## src/nfw_pkg.sv

```systemverilog
// Shared types and constants of the node filter and weight block.
`default_nettype none
package nfw_pkg;

	localparam logic [1:0] REG_MIN_DEPOSIT    = 2'd0;
	localparam logic [1:0] REG_REQUIRED_PROPS = 2'd1;
	localparam logic [1:0] REG_WHITELIST      = 2'd2;
	localparam logic [1:0] REG_FILTER_LIST    = 2'd3;

	localparam logic [63:0] RECOVERY_SECONDS = 64'd604800;
	// factor = diff / 6048, done as a multiply by 2^32/6048 and one fixup
	localparam logic [19:0] FAC_RECIP   = 20'd710146;
	localparam logic [19:0] FAC_DIVISOR = 20'd6048;
	localparam logic [6:0]  FAC_FULL    = 7'd100;
	// x / 100 as a multiply by 2^32/100 and one fixup
	localparam logic [25:0] PCT_RECIP   = 26'd42949672;
	localparam logic [23:0] PCT_DIVISOR = 24'd100;
	localparam logic [30:0] CAPA_FLOOR  = 31'd100;
	localparam logic [31:0] CAPA_BIAS   = 32'd100;
	localparam logic [30:0] COUNT_MIN   = 31'd4;
	// dividends pre-aligned to the top of the divider word
	localparam logic [31:0] DVD_CAPA    = 32'd10000 << 18;
	localparam logic [5:0]  ITER_CAPA   = 6'd14;
	localparam logic [5:0]  ITER_RATIO  = 6'd31;
	localparam logic [31:0] DVD_WMAX    = 32'h0000FFFF << 16;
	localparam logic [5:0]  ITER_WMAX   = 6'd16;

	typedef struct packed {
		logic        keep;
		logic        last;
		logic        near;
		logic [19:0] diff;
		logic        ratio;
		logic [30:0] total;
		logic [31:0] dvs;
	} item_t;

	typedef struct packed {
		logic        start;
		logic [31:0] dvd;
		logic [31:0] dvs;
		logic [5:0]  iters;
	} div_req_t;

	typedef struct packed {
		logic        done;
		logic [31:0] quo;
	} div_rsp_t;

endpackage
`default_nettype wire

```

## src/nfw_front.sv

```systemverilog
// Front end: configuration registers, request intake and filter decision.
`default_nettype none
module nfw_front (
	input  wire logic         clk,
	input  wire logic         arst_n,
	input  wire logic         cfg_valid,
	output logic              cfg_ready,
	input  wire logic [1:0]   cfg_index,
	input  wire logic [63:0]  cfg_data,
	input  wire logic         in_valid,
	output logic              in_ready,
	input  wire logic [63:0]  now_seconds,
	input  wire logic [63:0]  ban_expiry,
	input  wire logic         is_boot_node,
	input  wire logic         is_whitelisted,
	input  wire logic         in_node_filter,
	input  wire logic [63:0]  node_deposit,
	input  wire logic [63:0]  prop_bits,
	input  wire logic [30:0]  node_capacity,
	input  wire logic [30:0]  resp_count,
	input  wire logic [30:0]  resp_time_sum,
	input  wire logic         last_node,
	input  wire logic         q_full,
	output logic              push,
	output nfw_pkg::item_t    push_item
);

	logic [63:0] min_dep_q;
	logic [63:0] req_props_q;
	logic        wl_q;
	logic        flt_q;
	logic        props_ok;
	logic        gen_ok;
	logic [63:0] diff;
	logic [30:0] capa_c;

	assign cfg_ready = 1'b1;

	always_ff @(posedge clk or negedge arst_n) begin
		if (!arst_n) begin
			min_dep_q   <= '0;
			req_props_q <= '0;
			wl_q        <= 1'b0;
			flt_q       <= 1'b0;
		end else if (cfg_valid) begin
			case (cfg_index)
				nfw_pkg::REG_MIN_DEPOSIT:    min_dep_q   <= cfg_data;
				nfw_pkg::REG_REQUIRED_PROPS: req_props_q <= cfg_data;
				nfw_pkg::REG_WHITELIST:      wl_q        <= cfg_data[0];
				nfw_pkg::REG_FILTER_LIST:    flt_q       <= cfg_data[0];
				default: ;
			endcase
		end
	end

	always_comb begin
		props_ok = ((req_props_q[31:0] & prop_bits[31:0]) == req_props_q[31:0]) &&
			((req_props_q[63:32] == 32'd0) || (prop_bits[63:32] <= req_props_q[63:32]));
		gen_ok = !(wl_q && !is_whitelisted) && (node_deposit >= min_dep_q) && props_ok;
		diff   = now_seconds - ban_expiry;
		capa_c = (node_capacity < nfw_pkg::CAPA_FLOOR) ? nfw_pkg::CAPA_FLOOR : node_capacity;
		push_item.keep  = !(flt_q && !in_node_filter) && !(ban_expiry > now_seconds) &&
			(is_boot_node || gen_ok);
		push_item.last  = last_node;
		push_item.near  = diff < nfw_pkg::RECOVERY_SECONDS;
		push_item.diff  = diff[19:0];
		push_item.ratio = (resp_count > nfw_pkg::COUNT_MIN) && (resp_time_sum != 31'd0);
		push_item.total = resp_time_sum;
		push_item.dvs   = push_item.ratio ? {1'b0, resp_count} :
			({1'b0, capa_c} + nfw_pkg::CAPA_BIAS);
	end

	assign in_ready = !q_full;
	assign push     = in_valid && !q_full;

endmodule
`default_nettype wire

```

## src/nfw_queue.sv

```systemverilog
// Two-entry queue between front end and back end.
`default_nettype none
module nfw_queue (
	input  wire logic            clk,
	input  wire logic            arst_n,
	input  wire logic            push,
	input  wire nfw_pkg::item_t  push_item,
	output logic                 full,
	input  wire logic            pop,
	output logic                 head_valid,
	output nfw_pkg::item_t       head
);

	nfw_pkg::item_t mem_q [2];
	logic       wp_q;
	logic       rp_q;
	logic [1:0] cnt_q;

	always_ff @(posedge clk or negedge arst_n) begin
		if (!arst_n) begin
			wp_q  <= 1'b0;
			rp_q  <= 1'b0;
			cnt_q <= 2'd0;
		end else begin
			if (push) wp_q <= !wp_q;
			if (pop)  rp_q <= !rp_q;
			cnt_q <= cnt_q + {1'b0, push} - {1'b0, pop};
		end
	end

	always_ff @(posedge clk) begin
		if (push) mem_q[wp_q] <= push_item;
	end

	assign full       = cnt_q == 2'd2;
	assign head_valid = cnt_q != 2'd0;
	assign head       = mem_q[rp_q];

endmodule
`default_nettype wire

```

## src/nfw_div.sv

```systemverilog
// Shared restoring divider, one quotient bit per cycle.
`default_nettype none
module nfw_div (
	input  wire logic               clk,
	input  wire logic               arst_n,
	input  wire nfw_pkg::div_req_t  req,
	output nfw_pkg::div_rsp_t       rsp
);

	logic [31:0] rem_q;
	logic [31:0] quo_q;
	logic [31:0] dvs_q;
	logic [5:0]  cnt_q;
	logic        done_q;
	logic [32:0] trial;
	logic        ge;

	assign trial = {rem_q, quo_q[31]};
	assign ge    = trial >= {1'b0, dvs_q};

	always_ff @(posedge clk or negedge arst_n) begin
		if (!arst_n) begin
			cnt_q  <= '0;
			done_q <= 1'b0;
		end else if (req.start) begin
			cnt_q  <= req.iters;
			done_q <= 1'b0;
		end else begin
			done_q <= cnt_q == 6'd1;
			if (cnt_q != 6'd0) cnt_q <= cnt_q - 6'd1;
		end
	end

	always_ff @(posedge clk) begin
		if (req.start) begin
			rem_q <= '0;
			quo_q <= req.dvd;
			dvs_q <= req.dvs;
		end else if (cnt_q != 6'd0) begin
			rem_q <= ge ? 32'(trial - {1'b0, dvs_q}) : trial[31:0];
			quo_q <= {quo_q[30:0], ge};
		end
	end

	assign rsp.done = done_q;
	assign rsp.quo  = quo_q;

endmodule
`default_nettype wire

```

## src/nfw_back.sv

```systemverilog
// Back end: weight sequencer, prefix sum, counters and output register.
`default_nettype none
module nfw_back #(
	parameter int MAX_NODES = 256
) (
	input  wire logic               clk,
	input  wire logic               arst_n,
	input  wire logic               head_valid,
	input  wire nfw_pkg::item_t     head,
	output logic                    pop,
	output nfw_pkg::div_req_t       dreq,
	input  wire nfw_pkg::div_rsp_t  drsp,
	output logic                    out_valid,
	input  wire logic               out_ready,
	output logic [7:0]              node_position,
	output logic                    selected,
	output logic [31:0]             range_start,
	output logic [15:0]             node_weight,
	output logic [31:0]             weight_total,
	output logic [8:0]              found_count,
	output logic                    pass_done
);

	localparam logic [8:0] CNT_CAP = 9'((MAX_NODES < 511) ? MAX_NODES : 511);

	typedef enum logic [6:0] {
		ST_IDLE = 7'b0000001,
		ST_DIV1 = 7'b0000010,
		ST_DIV2 = 7'b0000100,
		ST_WMUL = 7'b0001000,
		ST_WREC = 7'b0010000,
		ST_WFIX = 7'b0100000,
		ST_DONE = 7'b1000000
	} state_t;

	state_t         state_q;
	nfw_pkg::item_t cur_q;
	logic [39:0]    fprod_s1;
	logic [7:0]     fq_s2;
	logic [6:0]     fac_q;
	logic [15:0]    wq_q;
	logic [22:0]    wprod_q;
	logic [16:0]    west_q;
	logic [15:0]    w_q;
	logic [7:0]     pos_q;
	logic [31:0]    sum_q;
	logic [8:0]     cnt_q;
	logic           out_valid_q;
	logic           load;
	logic [19:0]    frem;
	logic [48:0]    wrec;
	logic [23:0]    wback;
	logic [31:0]    sum_new;
	logic [8:0]     cnt_new;

	// factor pipeline runs freely; it settles long before the first division ends
	always_ff @(posedge clk) begin
		fprod_s1 <= cur_q.diff * nfw_pkg::FAC_RECIP;
		fq_s2    <= fprod_s1[39:32];
		if (!cur_q.near)
			fac_q <= nfw_pkg::FAC_FULL;
		else if (frem >= nfw_pkg::FAC_DIVISOR)
			fac_q <= fq_s2[6:0] + 7'd1;
		else
			fac_q <= fq_s2[6:0];
	end
	assign frem = cur_q.diff - 20'(fq_s2 * nfw_pkg::FAC_DIVISOR);

	assign wrec    = wprod_q * nfw_pkg::PCT_RECIP;
	assign wback   = 24'(west_q) * nfw_pkg::PCT_DIVISOR;
	assign load    = (state_q == ST_DONE) && (!out_valid_q || out_ready);
	assign pop     = (state_q == ST_IDLE) && head_valid;
	assign sum_new = cur_q.keep ? sum_q + {16'd0, w_q} : sum_q;
	assign cnt_new = (cur_q.keep && cnt_q < CNT_CAP) ? cnt_q + 9'd1 : cnt_q;

	always_comb begin
		dreq = '0;
		if (pop && head.keep) begin
			dreq.start = 1'b1;
			dreq.dvd   = head.ratio ? {head.total, 1'b0} : nfw_pkg::DVD_CAPA;
			dreq.dvs   = head.dvs;
			dreq.iters = head.ratio ? nfw_pkg::ITER_RATIO : nfw_pkg::ITER_CAPA;
		end else if (state_q == ST_DIV1 && drsp.done) begin
			// an average of zero counts as one
			dreq.start = 1'b1;
			dreq.dvd   = nfw_pkg::DVD_WMAX;
			dreq.dvs   = (drsp.quo == 32'd0) ? 32'd1 : drsp.quo;
			dreq.iters = nfw_pkg::ITER_WMAX;
		end
	end

	always_ff @(posedge clk or negedge arst_n) begin
		if (!arst_n) begin
			state_q     <= ST_IDLE;
			pos_q       <= '0;
			sum_q       <= '0;
			cnt_q       <= '0;
			out_valid_q <= 1'b0;
		end else begin
			if (load) begin
				out_valid_q <= 1'b1;
				pos_q       <= cur_q.last ? 8'd0 : pos_q + 8'd1;
				sum_q       <= cur_q.last ? 32'd0 : sum_new;
				cnt_q       <= cur_q.last ? 9'd0 : cnt_new;
			end else if (out_ready) begin
				out_valid_q <= 1'b0;
			end
			case (state_q)
				ST_IDLE: if (pop) state_q <= head.keep ? ST_DIV1 : ST_DONE;
				ST_DIV1: if (drsp.done) state_q <= ST_DIV2;
				ST_DIV2: if (drsp.done) state_q <= ST_WMUL;
				ST_WMUL: state_q <= ST_WREC;
				ST_WREC: state_q <= ST_WFIX;
				ST_WFIX: state_q <= ST_DONE;
				ST_DONE: if (load) state_q <= ST_IDLE;
				default: state_q <= ST_IDLE;
			endcase
		end
	end

	always_ff @(posedge clk) begin
		if (pop) cur_q <= head;
		if (pop) w_q <= '0;
		if (state_q == ST_DIV2 && drsp.done) wq_q <= drsp.quo[15:0];
		if (state_q == ST_WMUL) wprod_q <= wq_q * fac_q;
		if (state_q == ST_WREC) west_q <= wrec[48:32];
		if (state_q == ST_WFIX)
			w_q <= ({1'b0, wprod_q} - wback >= nfw_pkg::PCT_DIVISOR) ?
				16'(west_q + 17'd1) : west_q[15:0];
		if (load) begin
			node_position <= pos_q;
			selected      <= cur_q.keep;
			range_start   <= sum_q;
			node_weight   <= w_q;
			weight_total  <= sum_new;
			found_count   <= cnt_new;
			pass_done     <= cur_q.last;
		end
	end

	assign out_valid = out_valid_q;

endmodule
`default_nettype wire

```

## src/node_filter_weight_prefix_core.sv

```systemverilog
// Node filter with weight computation and running prefix sum: top level.
//
// Requests arrive on in_valid/in_ready, one node record each; every request
// yields exactly one result on out_valid/out_ready, in order. Configuration
// writes use cfg_valid/cfg_index/cfg_data; cfg_ready is always high and
// writes are expected only while the block is idle.
// A dropped node skips both divisions and passes to the output register, and
// the back end takes the next node only once that result is loaded. A kept
// node runs two divisions on one shared bit-serial divider, first for the
// average and then for the weight, followed by the multiply, reciprocal and
// fixup steps, and the next node is again taken only after its result loads.
// A two-entry queue lets the front take requests while the back is busy.
// The result sits in an output register; the back may finish the next node
// while it waits and holds it until the receiver takes the current one.
// A stalled receiver therefore backs up the queue, then in_ready drops.
// Reset clears the configuration, the position, sum and found counters and
// all valid flags; no clearing pass is needed. The counters return to zero
// after the result flagged pass_done.
`default_nettype none
module node_filter_weight_prefix_core #(
	parameter int MAX_NODES = 256
) (
	input  wire logic         clk,
	input  wire logic         arst_n,
	input  wire logic         cfg_valid,
	output logic              cfg_ready,
	input  wire logic [1:0]   cfg_index,
	input  wire logic [63:0]  cfg_data,
	input  wire logic         in_valid,
	output logic              in_ready,
	input  wire logic [63:0]  now_seconds,
	input  wire logic [63:0]  ban_expiry,
	input  wire logic         is_boot_node,
	input  wire logic         is_whitelisted,
	input  wire logic         in_node_filter,
	input  wire logic [63:0]  node_deposit,
	input  wire logic [63:0]  prop_bits,
	input  wire logic [30:0]  node_capacity,
	input  wire logic [30:0]  resp_count,
	input  wire logic [30:0]  resp_time_sum,
	input  wire logic         last_node,
	output logic              out_valid,
	input  wire logic         out_ready,
	output logic [7:0]        node_position,
	output logic              selected,
	output logic [31:0]       range_start,
	output logic [15:0]       node_weight,
	output logic [31:0]       weight_total,
	output logic [8:0]        found_count,
	output logic              pass_done
);

	logic              q_full;
	logic              push;
	nfw_pkg::item_t    push_item;
	logic              pop;
	logic              head_valid;
	nfw_pkg::item_t    head;
	nfw_pkg::div_req_t dreq;
	nfw_pkg::div_rsp_t drsp;

	nfw_front u_front (
		.clk, .arst_n, .cfg_valid, .cfg_ready, .cfg_index, .cfg_data,
		.in_valid, .in_ready, .now_seconds, .ban_expiry, .is_boot_node,
		.is_whitelisted, .in_node_filter, .node_deposit, .prop_bits,
		.node_capacity, .resp_count, .resp_time_sum, .last_node,
		.q_full, .push, .push_item
	);

	nfw_queue u_queue (
		.clk, .arst_n, .push, .push_item, .full(q_full), .pop, .head_valid, .head
	);

	nfw_div u_div (
		.clk, .arst_n, .req(dreq), .rsp(drsp)
	);

	nfw_back #(.MAX_NODES(MAX_NODES)) u_back (
		.clk, .arst_n, .head_valid, .head, .pop, .dreq, .drsp,
		.out_valid, .out_ready, .node_position, .selected, .range_start,
		.node_weight, .weight_total, .found_count, .pass_done
	);

endmodule
`default_nettype wire

```

## config.mk

```make
export PLATFORM = sky130hd
export DESIGN_NAME = node_filter_weight_prefix_core
export DESIGN_NICKNAME = d
export VERILOG_FILES = /design/src/nfw_pkg.sv /design/src/nfw_front.sv /design/src/nfw_queue.sv /design/src/nfw_div.sv /design/src/nfw_back.sv /design/src/node_filter_weight_prefix_core.sv
export SDC_FILE = /design/constraint.sdc
export NUM_CORES = 2
export LEC_CHECK = 0
export ABC_AREA = 1
export BUFFER_PORTS_ARGS = -buffer_cell sky130_fd_sc_hd__buf_2
export CORE_MARGIN = 2
export CORE_UTILIZATION = 57
export CTS_BUF_LIST = sky130_fd_sc_hd__clkbuf_8
export CTS_CLUSTER_DIAMETER = 150
export DETAILED_ROUTE_END_ITERATION = 12
export HOLD_SLACK_MARGIN = 0.05
export PLACE_DENSITY = 0.79
export REMOVE_ABC_BUFFERS = 1
export SLEW_MARGIN = 20
export SYNTH_ARGS = -nofsm -noshare
export SYNTH_HDL_FRONTEND = slang
export SYNTH_SLANG_ARGS = --single-unit
```

## constraint.sdc

```tcl
create_clock -name clk -period 14.15 [get_ports clk]
set_clock_uncertainty 0.05 [all_clocks]
set_input_delay 0 -clock clk [delete_from_list [all_inputs] [get_ports clk]]
set_output_delay 0 -clock clk [all_outputs]
set_load 0.1 [all_outputs]
```

=== Word-level counts from Yosys, hierarchy flattened ===
Memories as Yosys holds them, arrays and structs flattened.
Cells that the tools add are included.

* Eq/ne operators: 17
* Bitwise gates (word level): 1
* Multipliers: 5
* Add/subtract/negate cells: 13
* Order comparisons: 10
* Reduce and logical (&&, ||, !) cells: 41
* Mux-type cells: 32

{| class="wikitable"
|+ Operator list
! cell !! count
|-
| $mux W32 || 8
|-
| $mux W71 || 2
|-
| $ge A64 B64 Y1 || 1
|-
| $gt A64 B64 Y1 || 1
|-
| $logic_not A32 Y1 || 2
|-
| $lt A64 B20 Y1 const B || 1
|-
| $sub A64 B64 Y64 || 1
|-
| $pmux W7 S7 || 1
|-
| $mux W16 || 3
|-
| $mul A23 B23 Y46 const B || 1
|-
| $mux W7 || 6
|-
| $mul A20 B19 Y39 const B || 1
|-
| $ge A33 B32 Y1 || 1
|-
| $add A31 B7 Y32 const B || 1
|-
| $add A32 B16 Y32 || 1
|-
| $and A32 B32 Y32 || 1
|-
| $eq A32 B32 Y1 || 1
|-
| $le A32 B32 Y1 || 1
|-
| $sub A32 B32 Y32 || 1
|-
| $gt A31 B3 Y1 const B || 1
|-
| $lt A31 B7 Y1 const B || 1
|-
| $mux W31 || 1
|-
| $reduce_bool A31 Y1 || 1
|-
| $ge A24 B7 Y1 const B || 1
|-
| other kinds (39) || 79
|}

* Bits in writable memories: 174
* Input port bits: 424
* Word-level logic and storage cells: 155
* Flip-flop bits (word level): 542
* Memories kept: 1

{| class="wikitable"
|+ Memories
! name !! depth !! bits a word !! read ports !! clocked after memory_dff !! write ports !! RTL line !! RTL
|-
| u_queue.mem_q || 2 || 87 || 1 || 0 || 1 || nfw_queue.sv:14 || <nowiki>nfw_pkg::item_t mem_q [2];</nowiki>
|}

=== Longest topological paths before layout ===
* Word-level depth: 7
* Mapped depth: 31

=== Cells and area by module ===
A second synthesis with hierarchy kept.

* Cell total of the unflattened synthesis: 7,920
* Area total of the unflattened synthesis: 63,657.3 µm²

{| class="wikitable"
|+ Modules (own cells, without submodules)
! module !! times used !! area each (µm²) !! sequential area each (µm²) !! cells an instance
|-
| nfw_back || 1 || 34,788.4 || 7,713.6 || 3,852
|-
| nfw_front || 1 || 15,265.9 || 3,253.1 || 2,587
|-
| nfw_div || 1 || 6,961.7 || 2,737.6 || 1,002
|-
| nfw_queue || 1 || 6,641.4 || 5,325.1 || 479
|}

=== Least setup slack after synthesis ===
No wires, ideal clock.

* Kind: register to register
* Start: reg u_back.wprod_q[9]
* End: reg u_back.west_q[16] (data pin)
* Slack: 8,262 ps
* Cell stages (with the launch flop): 25
* Path buffers: 0
* Data required time: 13,848 ps
* Data arrival time: 5,585 ps
* Setup time: 252 ps
* Period minus slack after synthesis: 5,888 ps
* Cells stage by stage: edfxtp_1 ha_1 fa_1 fa_1 fa_1 inv_1 fa_1 inv_1 fa_1 inv_1 fa_1 inv_1 ha_1 a21oi_1 o21ai_0 nand2_1 nand2_1 a21oi_1 nand2_1 a21boi_0 o21bai_1 nand2_1 nand2_1 nand2_1 nand2_1

* Cells in the longest elaborated chain, start to end: 1

{| class="wikitable"
|+ Ends and longest elaborated chain
! item !! RTL line !! RTL
|-
| from (decl) || nfw_back.sv:42 || <nowiki>logic [22:0] wprod_q;</nowiki>
|-
| from (signal assigned) || nfw_back.sv:125 || <nowiki>if (state_q == ST_WMUL) wprod_q <= wq_q * fac_q;</nowiki>
|-
| $mul A23 B23 Y46 || nfw_back.sv:69 || <nowiki>assign wrec = wprod_q * nfw_pkg::PCT_RECIP;</nowiki>
|-
| net u_back.wrec[48] || nfw_back.sv:51 || <nowiki>logic [48:0] wrec;</nowiki>
|-
| to (signal assigned) || nfw_back.sv:126 || <nowiki>if (state_q == ST_WREC) west_q <= wrec[48:32];</nowiki>
|-
| to (decl) || nfw_back.sv:43 || <nowiki>logic [16:0] west_q;</nowiki>
|}

The timed path passes the listed nets, and every way through them passes these cells.
A chain may end at the register's enable or synchronous reset.

=== Worst setup path after layout ===
Ends and elaborated chain as after synthesis.

==> impl_metrics.tcl <==
set metrics [dict create \
    cp_data_arrival_time_ns 7.10 \
    finalHoldViolations 0 \
    tightest_slew_ns 1.037 \
    fin_nets 10050 \
    reg2reg_depth 24 \
    num_rows 121 \
    crit_required_ns 14.68 \
    fin_setup_tns_ns 0 \
    cp_cell_sequence "ha_1 -> fa_1 -> fa_1 -> fa_1 -> inv_1 -> fa_1 -> inv_1 -> fa_1 -> inv_1 -> fa_1 -> inv_1 -> ha_1 -> a21oi_1 -> o21ai_0 -> nand2_1 -> nand2_1 -> a21oi_1 -> nand2_1 -> a21boi_0 -> o21bai_1 -> nand2_1 -> nand2_1 -> nand2_1 -> nand2_1" \
    rsz0062_at_grt "no" \
    grt_pass1_vias 54450 \
    period_minus_slack_ns 6.568 \
    clock_latency_ns 0.83 \
    netlist_area_um2 62180 \
    grt_start_max_net_pins 129 \
    path_buf_inv 4 \
    io_buffer_count 524 \
    drcViolationCount 0 \
    crit_path_start_kind "flip-flop" \
    cp_slowest_cell "edfxtp_1" \
    gr-total-overflow 0 \
    start_util 0.5728 \
    area_growth_pct 16.40 \
    clockBufferDepth 3 \
    ant_nets 0 \
    gp_congestion 0.9998 \
    wl_met3_mm 13.33 \
    pre_cts_slack_ns 7.523 \
    status "complete, no violations" \
    netlist_instances 7520 \
    final_common_cell "nand2_1" \
    crit_family "adder cells" \
    synth_top_flop_cell "edfxtp_1" \
    hp-class "primary input to flip-flop" \
    cts-htree-levels 3 \
    synthTopCellsByArea "edfxtp_1, ha_1, fa_1" \
    cts_made_buffers 111 \
    synth-edff-count 432 \
    grt_pass1_wl_mm 298.5 \
    core_area_um2 108600 \
    cts_resized 0 \
    antenna_found_initial 37 \
    wl_met2_mm 89.42 \
    die_w_um 334.3 \
    drive_gt1_frac 0.09089 \
    slew-limit-headroom 0.3071 \
    place_hpwl_mm 149.5 \
    wirelength_mm 192.2 \
    drt-met1-wl_mm 80.98 \
    hold_depth 4 \
    grt_use_total 0.3429 \
    fillCellCount 8761 \
    path_depth 24 \
    yosys_warnings 0 \
    synth_top_area_frac 0.2086 \
    most-common-layout-cells "nand2_1, inv_1, ha_1" \
    avgSynthCellArea_um2 8.268 \
    min_period_over_period 0.4642 \
    synth.ff_latch_count 685 \
    postSynth.asyncResetShare 0.2891 \
    top_layer_used "met5" \
    critPathCaptureType "flip-flop" \
    cts.sinks 685 \
    drv_slew 0 \
    die_height_um 334.3 \
    maxCapViolCount 0 \
    clk_pin_slew_worst_paths_ns 0.06 \
    critPathKind "flip-flop to flip-flop" \
    crit_path_frequent_cell "nand2_1" \
    yosys.area.top_type "edfxtp_1" \
    firstDrtPassIters 7 \
    crit_fanout 11 \
    ys_seq_area_frac 0.3061 \
    cts_tree "built" \
    drt_iter0_drc 4695 \
    ios 526 \
    viasPerCell 5.476 \
    die-area_um2 111700 \
    ys_types 66 \
    vias 54630 \
    fmax_mhz 152.3 \
    fin_ws_ns 7.582 \
    wl_per_cell_um 19.27 \
    finalSetupViolCount 0 \
    root_buffer "clkbuf_8" \
    slowest_delay_ns 0.88 \
]
Yosys cell counts, types with 39 or more instances:
master / number
nand2_1: 1762
inv_1: 1603
ha_1: 813
nor2_1: 468
edfxtp_1: 432
fa_1: 385
a21oi_1: 330
o21ai_0: 324
nand3_1: 246
dfrtp_1: 197
xor2_1: 136
nand4_1: 109
nor3_1: 76
clkbuf_1: 69
xnor2_1: 63
dfxtp_1: 55
nor4_1: 41
o32ai_1: 39
metal layers:
metal	up-vias	global-route usage
met3	514	0.04940
met1	25880	0.4567
li1	26020	-
met2	2205	0.5629
met5	-	0
met4	6	0.1412
what timing repair did:
item,4_1_cts,5_1_grt
setup endpoints to repair,0,0
endpoints found under the hold margin,522,0
setup buffers,0,0
hold buffers,361,0
cell type report:
type,count,area (um2),share of cell area
clock buffers,137,1886,0.02605
well taps,1414,1769,0.02445
clock inverters,75,483.0,0.006673
inverters,1618,6075,0.08393
repair buffers,905,6412,0.08860
diodes,35,87.58,0.001210
multi-input cells,5107,36630,0.5061
flip-flops and latches,685,19030,0.2630
worst register-to-register path, stage by stage, from the launching register on:
cell and delay [ns]:
edfxtp_1 0.88, ha_1 0.40, fa_1 0.58, fa_1 0.44
fa_1 0.49, inv_1 0.05, fa_1 0.53, inv_1 0.06
fa_1 0.53, inv_1 0.06, fa_1 0.53, inv_1 0.04
ha_1 0.32, a21oi_1 0.20, o21ai_0 0.10, nand2_1 0.07
nand2_1 0.05, a21oi_1 0.12, nand2_1 0.11, a21boi_0 0.32
o21bai_1 0.17, nand2_1 0.11, nand2_1 0.05, nand2_1 0.07
nand2_1 0.05
final timing paths:
| check | endpoint | slack, ns | from |
|---|---|---|---|
| max | u_back.west_q[16] | 7.58 | u_back.wprod_q[9] |
| min | u_front.req_props_q[57] | 0.12 | cfg_data[57] |
| max reg2reg | u_back.west_q[16] | 7.58 | u_back.wprod_q[9] |
| min reg2reg | u_back.fq_s2[5] | 0.28 | u_back.fprod_s1[37] |
| max in group asynchronous | u_back.sum_q[15] | 12.36 | arst_n |
| min in group asynchronous | u_front.req_props_q[5] | 0.34 | arst_n |
through the flow:
| step | instances | area [um2] | hold WS, ns | utilization |
|---|---|---|---|---|
| floorplan | 7410 | 61680 | -0.3456 | - |
| global placement | 9368 | 66270 | 0.08298 | 0.6105 |
| detailed placement | 9368 | 66270 | 0.09470 | 0.6105 |
| CTS | 9941 | 72270 | 0.05078 | 0.6657 |
| global route | 9975 | 72370 | 0.1287 | 0.6667 |
| finish | 9976 | 72370 | 0.1154 | 0.6667 |
state kept, by name, summed over array words and instances, names as in the netlist, 16 cells and up:
| name | flops |
|---|---|
| u_back.cur_q | 23 |
| u_div.quo_q | 32 |
| u_div.dvs_q | 32 |
| u_div.rem_q | 32 |
| u_back.range_start | 32 |
| u_back.weight_total | 32 |
| u_back.wq_q | 16 |
| u_back.wprod_q | 23 |
| u_front.min_dep_q | 64 |
| u_back.w_q | 16 |
| u_front.req_props_q | 64 |
| u_queue.mem_q | 174 |
| u_back.node_weight | 16 |
| u_back.sum_q | 32 |
| u_back.west_q | 17 |
cells by family after synthesis:
kind of cell | after synthesis | share of synthesized area
AOI/OAI and AO/OA | 907 | 0.08353
xor gates and xnor gates | 199 | 0.02803
adders and majority gates | 1198 | 0.2876
buffers and inverters | 1728 | 0.1057
DFF | 685 | 0.3061
muxes | 18 | 0.002898
other | 1 | 0.00006031
and+or+nand+nor | 2784 | 0.1861
Power is left out: the tool's default activity adds up to more than one toggle a clock period on the data nets, which glitch-free logic cannot reach.
